==> src/design/pba_pkg.sv <==
// ----------------------------------------------------------------------------
// pba_pkg
// Shared types and constants of the pooled bitmap id allocator.
// ----------------------------------------------------------------------------
package pba_pkg;

  localparam int ID_W      = 20;
  localparam int WORD_W    = 32;
  localparam int CNT_W     = 16;
  localparam int CMD_DEPTH = 2;

  typedef enum logic [1:0] {
    OP_ALLOC_ANY = 2'd0,
    OP_ALLOC_MIN = 2'd1,
    OP_FREE      = 2'd2,
    OP_CLAIM     = 2'd3
  } op_e;

  typedef struct packed {
    op_e             op;
    logic            id_zero;
    logic [ID_W-1:0] vid;
  } cmd_t;

  typedef struct packed {
    logic full;
    logic init_done;
  } front_stat_t;

endpackage

==> src/design/pba_cmd_fifo.sv <==
// ----------------------------------------------------------------------------
// pba_cmd_fifo
// Short command queue between the front and the engine.
// ----------------------------------------------------------------------------
module pba_cmd_fifo (
  input  logic          clk_i,
  input  logic          rst_ni,
  input  logic          push_i,
  input  pba_pkg::cmd_t cmd_i,
  input  logic          pop_i,
  output pba_pkg::cmd_t cmd_o,
  output logic          full_o,
  output logic          empty_o
);
  import pba_pkg::*;

  localparam int PTR_W = $clog2(CMD_DEPTH);
  localparam int CNT_FW = $clog2(CMD_DEPTH + 1);

  cmd_t              mem_q [CMD_DEPTH];
  logic [PTR_W-1:0]  wr_ptr_q, rd_ptr_q;
  logic [CNT_FW-1:0] count_q;

  assign full_o  = (count_q == CNT_FW'(CMD_DEPTH));
  assign empty_o = (count_q == '0);
  assign cmd_o   = mem_q[rd_ptr_q];

  always_ff @(posedge clk_i) begin
    if (push_i) begin
      mem_q[wr_ptr_q] <= cmd_i;
    end
  end

  always_ff @(posedge clk_i or negedge rst_ni) begin
    if (!rst_ni) begin
      wr_ptr_q <= '0;
      rd_ptr_q <= '0;
      count_q  <= '0;
    end else begin
      if (push_i) begin
        wr_ptr_q <= wr_ptr_q + PTR_W'(1);
      end
      if (pop_i) begin
        rd_ptr_q <= rd_ptr_q + PTR_W'(1);
      end
      if (push_i && !pop_i) begin
        count_q <= count_q + CNT_FW'(1);
      end else if (pop_i && !push_i) begin
        count_q <= count_q - CNT_FW'(1);
      end
    end
  end

endmodule

==> config.mk <==
export PLATFORM = sky130hd
export DESIGN_NAME = pba_cmd_fifo
export DESIGN_NICKNAME = d
export VERILOG_FILES = /design/src/design/pba_pkg.sv /design/src/design/pba_cmd_fifo.sv
export SDC_FILE = /design/constraint.sdc
export NUM_CORES = 1
export LEC_CHECK = 0
export BUFFER_PORTS_ARGS = -buffer_cell sky130_fd_sc_hd__buf_2
export CAP_MARGIN = 20
export CORE_MARGIN = 1
export CORE_UTILIZATION = 45
export CTS_CLUSTER_SIZE = 24
export DETAILED_ROUTE_END_ITERATION = 10
export PLACE_DENSITY = 0.7
export SLEW_MARGIN = 20
export SYNTH_ARGS = -nofsm -noshare
export SYNTH_HDL_FRONTEND = slang
export SYNTH_SLANG_ARGS = --single-unit
==> constraint.sdc <==
create_clock -name clk_i -period 3.1 [get_ports clk_i]
set_input_delay 0.155 -clock clk_i [delete_from_list [all_inputs] [get_ports clk_i]]
set_output_delay 0.155 -clock clk_i [all_outputs]
set_load 0.1 [all_outputs]
## After elaboration in Yosys (flattened, before gate mapping)

Memory sizes are Yosys's and may differ from the RTL's.
Index checks and enable logic that the tools add are counted.

| storage, ports and cells | value |
|---|---|
| bits in registers | 4 |
| RAM bits | 46 |
| input port bits | 27 |
| output and inout port bits | 25 |
| word-level logic and storage cells | 19 |
| memories | 1 |

Memory list:

| name | depth | bits a word | rd ports | clocked after memory_dff | write ports | line | RTL |
|---|---|---|---|---|---|---|---|
| mem_q | 2 | 23 | 1 | 0 | 1 | pba_cmd_fifo.sv:20 | `cmd_t mem_q [CMD_DEPTH];` |

| cells by class | value |
|---|---|
| $add $sub $neg | 4 |
| equality and inequality tests | 1 |
| muxes and demuxes | 4 |
| reduce and logical (&&, ||, !) cells | 6 |

Operators by type and width:

| cell | count |
|---|---|
| two-way mux 2 bit | 2 |
| adder 1 bit (second input constant) | 2 |
| adder 2 x 1 -> 2 bit (second input constant) | 1 |
| == test 2 bit (second input constant) | 1 |
| logical AND 1 bit | 2 |
| logical NOT 1 bit | 2 |
| logical NOT 2 bit | 1 |
| two-way mux 1 bit | 2 |
| nonzero test 2 bit | 1 |
| subtractor 2 x 1 -> 2 bit (second input constant) | 1 |

## Longest topological paths before layout

| logic depth | value |
|---|---|
| word-level depth | 4 |
| depth in mapped cells | 5 |

## Least setup slack after synthesis

OpenSTA, ideal clock, no wires.

| timing path | value |
|---|---|
| path type | register to output |
| start | register count_q[0] |
| end | output port full_o |
| arrival | 1.753 ns |
| setup slack | 1.192 ns |
| stages on the path, launching flop included | 2 |
| cells stage by stage | dfrtp_1 nor2b_1 |

| on the way | value |
|---|---|
| longest elaborated chain between the ends | 1 |

Ends and longest elaborated chain:

| element | line | RTL |
|---|---|---|
| start, declared | pba_cmd_fifo.sv:22 | `logic [CNT_FW-1:0] count_q;` |
| start signal, assigned | pba_cmd_fifo.sv:47 | `count_q <= count_q + CNT_FW'(1);` |
| start signal, assigned | pba_cmd_fifo.sv:49 | `count_q <= count_q - CNT_FW'(1);` |
| == test 2 bit | pba_cmd_fifo.sv:24 | `assign full_o = (count_q == CNT_FW'(CMD_DEPTH));` |
| end, declared | pba_cmd_fifo.sv:12 | `output logic full_o,` |

No other way between the ends.

==> impl_metrics.toml <==
[cells_and_area]
layout_commonest_cell = "buf_2"
mostFrequentLayoutCells = "buf_2, edfxtp_1, mux2_4"
sequential_cell_area_sq_um = 1481
fin_nets = 174
synthToLayoutAreaGrowth_pct = 20.54
insertedDiodeCount = 0
drive_gt1_share_pct = 56.46
multi_input_area_sq_um = 415.4
nFillCells = 337

[detailed_routing]
firstDrtPassIters = 2
vias = 943
routedWlPerCell_um = 14.69
via_per_inst = 4.787
ant_nets = 0
drtIter0Drc = 21
drc = 0
routed_wl_um = 2894

[synth]
synth_cells = 88
synth_top_cell_area_share_pct = 70.86
syn_avg_cell_area_sq_um = 22.15
synth-seq-cells = 50
synth.distinct_cells = 13
synthesis.nets = 116
netlist_area_sq_um = 1949
yosysWarningCount = 0
yosys-top-cells-area = "edfxtp_1, mux2_4, dfrtp_1, mux2_2, buf_12"
synth_area_leader_cell = "edfxtp_1"
synth_seq_area_share_pct = 75.99

[clock_network]
postCtsResizedCells = 0
clk_latency_ns = 0.29
cts_made_buffers = 5
clk_pin_slew_worst_paths_ns = 0.08
clk_path_buf_depth = 2
clock_sinks = 50
tritoncts = "done"
cts_max_level = 2
root_buffer = "clkbuf_8"

[worst_setup_path]
start_kind = "flip-flop"
path_cells = "buf_4, mux2_4, buf_2"
critPathSlowestCell = "dfrtp_1"
worstSetupEndpointType = "output pin"
critPathBufInv = 2
crit_arrival_ns = 2.02
slowest_delay_ns = 0.74
crit_required_ns = 2.94
crit_fanout = 13
critPathTopFamily = "flip-flops"
crit_type = "flip-flop to output pin"

[hold_path]
hp-class = "primary input to flip-flop"

[sta]
drv_slew = 0
clock.fmax_mhz = 458.8
rsz0062_at_grt = "false"
setup_violations = 0
min_period_over_period_pct = 70.31
max_slew.worst_pin.slew_ns = 1.028
finalHoldViolations = 0
maxSlewHeadroom_pct = 31.48
fin_setup_tns_ns = 0
clock-skew-final_ns = 0.004414
min_period_ns = 2.180

[floorplanning]
die-height_um = 67.82
start_util_pct = 47.70
fp.dieW_um = 67.82
ios = 52
die_area_sq_um = 4599
core_area_sq_um = 4086
rows = 23

[grt]
met2_usage_pct = 23.76
grt_overflow = 0
grtUsageTotal_pct = 13.76
grt_max_degree = 24
first_global_vias = 994
grtUsageMet1_pct = 14.74
use_met3_pct = 6.000
antenna_found_initial = 0
grt_pass1_wl_um = 4353
top_usage_layer = "met2"

[place]
io_buffers = 51
gp_congestion = 0.6409
hpwlAfterDp_um = 2076

[status]
outcome = "completed"

[job]
drv_cap = 0
-- Yosys cell counts, drive strengths merged --
master and instances:
edfxtp 46, mux2 23, dfrtp 4, xor2 4, buf 3, nor2 2
nor2b 2, and2 1, ha 1, inv 1, xnor2 1
-- layout make-up --
cell class	instances	share of cell area [%]
Multi-Input combinational cell	34	17.68
Timing Repair Buffer	54	11.93
Inverter	1	0.1597
Tap cell	50	2.662
Clock buffer	7	3.248
Sequential cell	50	63.05
Clock inverter	1	1.278
-- cells by family after synthesis --
logic type,share of synthesized area [%]
muxes,16.94
DFF,75.99
and+or+nand+nor,1.348
adders and majority gates,0.6417
xor gates and xnor gates,2.246
buffers and inverters,2.824
-- final timing paths --
path / from / to / cells past startpoint / slack, ns
max in group asynchronous: rst_ni / rd_ptr_q / 2 / 2.79
worst max register to register: wr_ptr_q / mem_q[1][9] / 1 / 1.48
worst min-delay path: cmd_i[12] / mem_q[1][12] / 1 / 0.05
min in group asynchronous: rst_ni / count_q[1] / 2 / 0.19
worst min register to register: count_q[1] / count_q[1] / 1 / 0.50
worst max-delay path: rd_ptr_q / cmd_o[20] / 3 / 0.92
-- repair_timing --
action                                  4_1_cts  5_1_grt
hold buffers                                  1        0
setup buffers                                 0        0
endpoints found under the hold margin         4        0
endpoints found under the setup margin        0        0
-- per-stage QoR --
step	util [%]	instance area [sq um]	setup WS (ns)	std cells	hold WS [ns]
2_1_floorplan	-	1949	1.192	88	-0.1406
3_3_place_gp	54.65	2233	1.253	188	-0.03779
3_5_place_dp	54.65	2233	1.216	188	-0.02937
4_1_cts	57.50	2350	0.8765	197	0.03776
5_1_grt	57.50	2350	0.8171	197	0.03246
6_report	57.50	2350	0.9204	197	0.04848
-- metal layers --
layer	share of wire [%]	vias to the layer above	wire length, um
met5	0	-	0
met1	40	448	1144
met4	1.7	0	48
li1	-	449	-
met2	50	40	1439
met3	9.1	6	262
-- sequential cells by signal, summed over array words and instances (netlist names) --
signal,cells
count_q,2
rd_ptr_q,1
wr_ptr_q,1
mem_q,46
Power is not shown: default switching activity piles up to over one toggle a cycle in this logic, so the estimate is an artifact.
