$ cat src/design/pba_pkg.sv
// ----------------------------------------------------------------------------
// pba_pkg
// Shared types and constants of the pooled bitmap id allocator.
// ----------------------------------------------------------------------------
package pba_pkg;

  localparam int ID_W      = 20;
  localparam int WORD_W    = 32;
  localparam int CNT_W     = 16;
  localparam int CMD_DEPTH = 2;

  typedef enum logic [1:0] {
    OP_ALLOC_ANY = 2'd0,
    OP_ALLOC_MIN = 2'd1,
    OP_FREE      = 2'd2,
    OP_CLAIM     = 2'd3
  } op_e;

  typedef struct packed {
    op_e             op;
    logic            id_zero;
    logic [ID_W-1:0] vid;
  } cmd_t;

  typedef struct packed {
    logic full;
    logic init_done;
  } front_stat_t;

endpackage

$ cat src/design/pba_front.sv
// ----------------------------------------------------------------------------
// pba_front
// Accepts request transactions and turns them into queued commands.
// ----------------------------------------------------------------------------
module pba_front (
  input  logic                    in_valid_i,
  output logic                    in_ready_o,
  input  pba_pkg::op_e            op_i,
  input  logic [pba_pkg::ID_W-1:0] id_i,
  input  pba_pkg::front_stat_t    stat_i,
  output logic                    push_o,
  output pba_pkg::cmd_t           cmd_o
);
  import pba_pkg::*;

  logic id_zero;

  assign id_zero      = (id_i == '0);
  assign in_ready_o   = stat_i.init_done && !stat_i.full;
  assign push_o       = in_valid_i && in_ready_o;
  assign cmd_o.op     = op_i;
  assign cmd_o.id_zero = id_zero;
  // zero-based identifier, a zero minimum maps to pool 0
  assign cmd_o.vid    = id_zero ? '0 : id_i - ID_W'(1);

endmodule

$ cat config.mk
export PLATFORM = sky130hd
export DESIGN_NAME = pba_front
export DESIGN_NICKNAME = d
export VERILOG_FILES = /design/src/design/pba_pkg.sv /design/src/design/pba_front.sv
export SDC_FILE = /design/constraint.sdc
export NUM_CORES = 1
export LEC_CHECK = 0
export BUFFER_PORTS_ARGS = -buffer_cell sky130_fd_sc_hd__buf_2
export CORE_MARGIN = 10
export CORE_UTILIZATION = 40
export DETAILED_ROUTE_END_ITERATION = 6
export PLACE_DENSITY = 0.91
export REMOVE_ABC_BUFFERS = 1
export SETUP_SLACK_MARGIN = 0.1
export SYNTH_ARGS = -nofsm -noshare
export SYNTH_HDL_FRONTEND = slang
export SYNTH_SLANG_ARGS = --single-unit
$ cat constraint.sdc
create_clock -name vclk -period 2.5
set_input_delay 0.25 -clock vclk [all_inputs]
set_output_delay 0.25 -clock vclk [all_outputs]
set_load 0.02 [all_outputs]
# == Word level (Yosys, flattened, before mapping) ==
# Cells that the tools add are included.
# word_totals
register_bits,0
out_inout_bits,25
wordCells,6
# classes
addsub,1
n_mux,1
n_reduce_logical,4
# op_table
operator,n
20-bit zero test,1
20-bit two-way mux,1
"20-bit by 1-bit subtractor with 20-bit output, second input constant",1
1-bit logical AND,2
1-bit zero test,1

# == Longest topological paths before layout ==
# Gate-level depths: netlist (run 1).
# depth
ltp_word,3
depth_mapped,6
depth_no_buf,6

# == Worst setup path after synthesis (run 1) ==
# OpenSTA, ideal clock, no wires.
# synth_path
kind,input-to-output
startpoint,input id_i[0] (netlist bit)
endpoint,output cmd_o[15] (netlist bit)
arrival_ns,1.813
required_time_ns,2.250
slack_ns,0.437
cell_stages,5
path_cell_list,or4_4 > buf_6 > or3_4 > or3_1 > a21oi_2
# synth_lines
item,line,text
start: declaration,pba_front.sv:9,"input logic [pba_pkg::ID_W-1:0] id_i,"
end: declaration,pba_front.sv:12,output pba_pkg::cmd_t cmd_o

==> metrics.yaml, run 1 <==
outcome:
  outcome: "complete, no violations"
synthesis:
  synthTopCellsByArea: "nor2_1 13%, xnor2_1 11%, xor2_1 9.3%"
  ys_warn_count: 0
  synth_area_per_cell_sq_um: 6.562
  synth_seq_area_share: 0
  ys_types: 31
  yosysTopAreaCellShare: 0.1330
  synth_area_sq_um: 564.3
  synth.largest_area_cell: "nor2_1"
  synthCells: 86
drt:
  wl_met1_microns: 792
  viasPerCell: 5.407
  via_count: 784
  wl_met3_microns: 200
  wire_per_inst_microns: 14.45
  routed-wl-met2_mm: 1.059
  maxUsedRoutingLayer: "met4"
  routed_wl_mm: 2.095
  drc: 0
  ant_nets: 0
  detail_route.first_pass.iterations: 3
  drtIter0Drc: 4
cells_and_area:
  antenna_cells: 0
  drive_gt1_frac: 0.4385
  nets: 159
  fin_util: 0.6049
  fill_cells: 133
  multi_input_area_sq_um: 506.7
  layout.cells.non_filler: 145
  clockBufferCount: 0
  final_common_cell: "buf_2"
  final_cell_mix: "46 x buf_2, 20 x nor2_1, 7 x xnor2_1, 6 x xor2_1, 5 x nor3_1"
  seq_cell_count: 0
  syn_to_final_growth_pct: 41.24
  final_area_sq_um: 797.0
  register_area_sq_um: 0
setup_path:
  start_kind: "primary input"
  criticalPathCategory: "in -> out"
  cp-end-kind: "primary output"
  critPathLaunch: "id_i[6]"
  crit_fanout: 5
  critPathArrivalTime_ns: 1.95
  cp.required_ns: 2.25
  endpoint: "cmd_o[15]"
power_and_ir_drop:
  p_int_uw: 49.07
  p_per_area_nw_per_um2: 156.9
  clock_power_share: 0
  switchingPower_uw: 75.95
  p_leak_nw: 0.3668
  swShare: 0.6075
  seqPwrFrac: 0
  peakVddDrop_mv: 0.08080
  p_comb_frac: 1.000
timing:
  fin_hold_ws_ns: 0.5002
  fin_setup_tns_ns: 0
  hold_viol_final: 0
  max_freq_ghz: 0.4536
  finalCritPeriodShare: 0.8818
  setup_violations: 0
  period_needed_ns: 2.205
  maxSlewHeadroom: 0.7548
  max_slew.worst_pin.slew_ns: 0.3644
  rsz0062_at_grt: "no"
  final_max_slew_viol_count: 0
placed_design:
  placed_cell_area_sq_um: 797.0
  place_congestion: 0.8471
  dp_cells: 145
  dp_hpwl_mm: 1.830
  portBuffers: 46
floorplanning:
  fp.dieH_microns: 57.56
  design.core.area_sq_um: 1318
  rows: 13
  initial_utilization: 0.4283
  die_area_sq_um: 3313
  die_w_microns: 57.56
  io_pins: 50
clocking:
  cts_resized: 0
  post-cts-setup-buffer-count: 0
  cts_hold_buf: 0
grt:
  first_global_vias: 823
  antenna_found_initial: 0
  grt_overflow: 0
  grtUsageTotal: 0.1208
  grt_pass1_wl_mm: 3.546
  grt_max_degree: 20
hold_path:
  holdCritPathClass: "in -> out"
flow_run:
  max_cap_violations: 0
-- Yosys cell counts --
master / n
buf_4: 4
nand2_1: 3
nand3_1: 3
o21ai_0: 1
buf_2: 1
or4_4: 2
inv_1: 3
nor2_1: 20
or3_1: 2
and2_1: 1
nor3_1: 5
nor3b_1: 1
xor2_1: 6
nor4b_1: 1
a21oi_1: 4
ha_1: 2
o41ai_1: 1
nand4b_1: 1
buf_6: 1
nor4_1: 4
and4_1: 2
and4b_1: 1
nand4_1: 2
mux2_2: 2
nor4_2: 1
o31ai_1: 1
xnor2_1: 7
nor2b_1: 1
or3_4: 1
a21oi_2: 1
or4_1: 1
-- critical path, stage by stage --
cell and delay (ns):
buf_2 0.13, or4_4 0.56, or3_4 0.39, or3_1 0.33, a21oi_2 0.13, buf_2 0.17
-- worst min-delay path by stage --
stage / from / endpoint / slack (ns) / cells past startpoint
final: op_i[0] / cmd_o[21] / 0.50 / 0
after global routing: op_i[0] / cmd_o[21] / 0.50 / 0
after CTS: op_i[0] / cmd_o[21] / 0.50 / 0
after detailed placement: op_i[0] / cmd_o[21] / 0.50 / 0
after global placement: op_i[0] / cmd_o[21] / 0.50 / 0
after floorplan: op_i[0] / cmd_o[21] / 0.50 / 0
-- layout make-up --
cell class | count | area share
timing repair buffer | 50 | 0.3265
inverter | 3 | 0.01413
multi-input combinational | 77 | 0.6358
tap | 15 | 0.02355
-- power by group through the flow --
stage | Combinational, mW | Sequential (mW) | Clock (mW)
floorplan | 0.0647 | 0 | 0
global placement | 0.122 | 0 | 0
detailed placement | 0.126 | 0 | 0
CTS | 0.126 | 0 | 0
global route | 0.138 | 0 | 0
finish | 0.125 | 0 | 0
-- metrics by stage --
step | total power, mW | setup WS (ns)
after floorplan | 0.06473 | 0.3734
after global placement | 0.1217 | 0.3051
after detailed placement | 0.1255 | 0.2918
after CTS | 0.1260 | 0.2915
after global routing | 0.1383 | 0.2313
final | 0.1250 | 0.2955
-- metal layers --
layer  vias up  global-route usage
met5         -                   0
met4         0             0.03020
met3         5             0.03982
met2        30              0.2285
met1       352              0.1221
li1        397                   -
-- cell families after synthesis --
| logic type | count (synthesis) | share of synthesized area |
|---|---|---|
| AND/OR/NAND/NOR | 52 | 0.5233 |
| XOR/XNOR | 13 | 0.2018 |
| buffers and inverters | 9 | 0.1020 |
| AO/OA/AOI/OAI | 8 | 0.08870 |
| multiplexers | 2 | 0.03991 |
| adder cells (fa/ha/maj) | 2 | 0.04434 |
No activity file was read; power rests on OpenSTA's default activity.
==> inputs of run 2 (changes only) <==
--- a/config.mk
+++ b/config.mk
@@ -6,8 +6,10 @@
 export NUM_CORES = 1
 export LEC_CHECK = 0
 export BUFFER_PORTS_ARGS = -buffer_cell sky130_fd_sc_hd__buf_2
+export CELL_PAD_IN_SITES_DETAIL_PLACEMENT = 1
+export CELL_PAD_IN_SITES_GLOBAL_PLACEMENT = 1
 export CORE_MARGIN = 10
-export CORE_UTILIZATION = 40
+export CORE_UTILIZATION = 25
 export DETAILED_ROUTE_END_ITERATION = 6
 export PLACE_DENSITY = 0.91
 export REMOVE_ABC_BUFFERS = 1
==> metrics.yaml, run 2 (synthesis gave the netlist of run 1 again) <==
outcome:
  outcome: "complete, no violations"  # unchanged
power_and_ir_drop:
  p_int_uw: 49.14  # was 49.07 uW
  p_comb_frac: 1.000  # about the same
  peakVddDrop_mv: 0.05538  # was 0.08080 mV
  finalPower_uw: 126.1  # was 125.0 uW
  p_per_area_nw_per_um2: 153.6  # was 156.9 nW/um^2
  switchingPower_uw: 76.96  # was 75.95 uW
  clock_power_share: 0  # about the same
  swShare: 0.6103  # was 0.6075
  p_leak_nw: 0.3722  # was 0.3668 nW
  seqPwrFrac: 0  # about the same
cells_and_area:
  antenna_cells: 0  # unchanged
  register_area_sq_um: 0  # unchanged
  final_area_sq_um: 820.8  # was 797.0 sq um
  final_common_cell: "buf_2"  # unchanged
  seq_cell_count: 0  # unchanged
  nets: 160  # was 159
  clockBufferCount: 0  # unchanged
  final_cell_mix: "46 x buf_2, 20 x nor2_1, 7 x xnor2_1, 6 x xor2_1"  # was 46 x buf_2, 20 x nor2_1, 7 x xnor2_1, 6 x xor2_1, 5 x nor3_1
  multi_input_area_sq_um: 506.7  # unchanged
  layout.cells.non_filler: 159  # was 145
  fill_cells: 310  # was 133
  syn_to_final_growth_pct: 45.45  # was 41.24%
  drive_gt1_frac: 0.4427  # was 0.4385
timing:
  hold_viol_final: 0  # unchanged
  max_slew.worst_pin.slew_ns: 0.3372  # was 0.3644 ns
  rsz0062_at_grt: "no"  # unchanged
  final_max_slew_viol_count: 0  # unchanged
  fin_setup_tns_ns: 0  # unchanged
  setup_violations: 0  # unchanged
  max_freq_ghz: 0.4474  # was 0.4536 GHz
  maxSlewHeadroom: 0.7731  # was 0.7548
  period_needed_ns: 2.235  # was 2.205 ns
  finalCritPeriodShare: 0.8940  # was 0.8818
placed_design:
  dp_cells: 159  # was 145
  placed_cell_area_sq_um: 820.8  # was 797.0 sq um
  place_congestion: 0.8232  # was 0.8471
  portBuffers: 46  # unchanged
  dp_hpwl_mm: 2.107  # was 1.830 mm
clocking:
  cts_resized: 0  # unchanged
  post-cts-setup-buffer-count: 0  # unchanged
  cts_hold_buf: 0  # unchanged
floorplanning:
  design.core.area_sq_um: 2191  # was 1318 sq um
  die_w_microns: 67.51  # was 57.56 microns
  io_pins: 50  # unchanged
  die_area_sq_um: 4558  # was 3313 sq um
  fp.dieH_microns: 67.51  # was 57.56 microns
  initial_utilization: 0.2576  # was 0.4283
  rows: 17  # was 13
setup_path:
  crit_fanout: 5  # unchanged
  cp.required_ns: 2.25  # about the same
  cp-end-kind: "primary output"  # unchanged
  criticalPathCategory: "in -> out"  # unchanged
  critPathArrivalTime_ns: 1.98  # was 1.95 ns
  start_kind: "primary input"  # unchanged
flow_run:
  max_cap_violations: 0  # unchanged
drt:
  detail_route.first_pass.iterations: 4  # was 3
  viasPerCell: 4.987  # was 5.407
  via_count: 793  # was 784
  drtIter0Drc: 35  # was 4
  wire_per_inst_microns: 14.89  # was 14.45 microns
  routed_wl_mm: 2.367  # was 2.095 mm
  drc: 0  # unchanged
  ant_nets: 0  # unchanged
grt:
  antenna_found_initial: 0  # unchanged
  use_met3: 0.03306  # was 0.03982
  grt_pass1_wl_mm: 3.808  # was 3.546 mm
  top_usage_layer: "met2"  # unchanged
  grt_use_met2: 0.1937  # was 0.2285
  gr-usage-met1: 0.1028  # was 0.1221
  grtUsageTotal: 0.09884  # was 0.1208
  first_global_vias: 856  # was 823
  grt_max_degree: 12  # was 20
  grt_overflow: 0  # unchanged
hold_path:
  min_to: "cmd_o[21]"  # unchanged
  min-delay-start: "op_i[0]"  # unchanged
  holdCritPathClass: "in -> out"  # unchanged
  whs_path_depth: 0  # unchanged
## run 2: cell type report
type / count / area share
inverters: 3 / 0.01372
multi-input cells: 77 / 0.6174
well taps: 28 / 0.04268
repair buffers: 51 / 0.3262
## run 2: worst max-delay path: stages
cell and delay, ns:
buf_2 0.13, or4_4 0.58, or3_4 0.39, or3_1 0.33, a21oi_2 0.14, buf_2 0.17
## run 2: routing by layer
layer | wire, microns | up-vias | share of wire
met5 | 0 | - | 0
met4 | 0 | 0 | 0
met3 | 223 | 0 | 0.094
met2 | 1195 | 26 | 0.50
met1 | 948 | 369 | 0.40
li1 | - | 398 | -
## run 2: per-stage QoR
stage | hold WS (ns) | worst slack (ns) | util
finish | 0.5002 | 0.2651 | 0.3746
floorplan | 0.5000 | 0.3734 | -
CTS | 0.5001 | 0.2546 | 0.3746
detailed placement | 0.5001 | 0.2547 | 0.3746
global placement | 0.5001 | 0.2946 | 0.3746
global route | 0.5001 | 0.2084 | 0.3746
## run 2: worst max path at each step
stage | start | cells after the start | slack (ns) | end
4_1_cts | id_i[6] | 6 | 0.25 | cmd_o[15]
6_report | id_i[6] | 6 | 0.27 | cmd_o[15]
5_1_grt | id_i[6] | 6 | 0.21 | cmd_o[15]
2_1_floorplan | id_i[10] | 4 | 0.37 | cmd_o[10]
3_3_place_gp | id_i[6] | 6 | 0.29 | cmd_o[15]
3_5_place_dp | id_i[6] | 6 | 0.25 | cmd_o[15]
## run 2: power groups by stage
stage	Clock (mW)	Sequential, mW	Combinational, mW
2_1_floorplan	0	0	0.0647
3_3_place_gp	0	0	0.123
3_5_place_dp	0	0	0.128
4_1_cts	0	0	0.128
5_1_grt	0	0	0.140
6_report	0	0	0.126
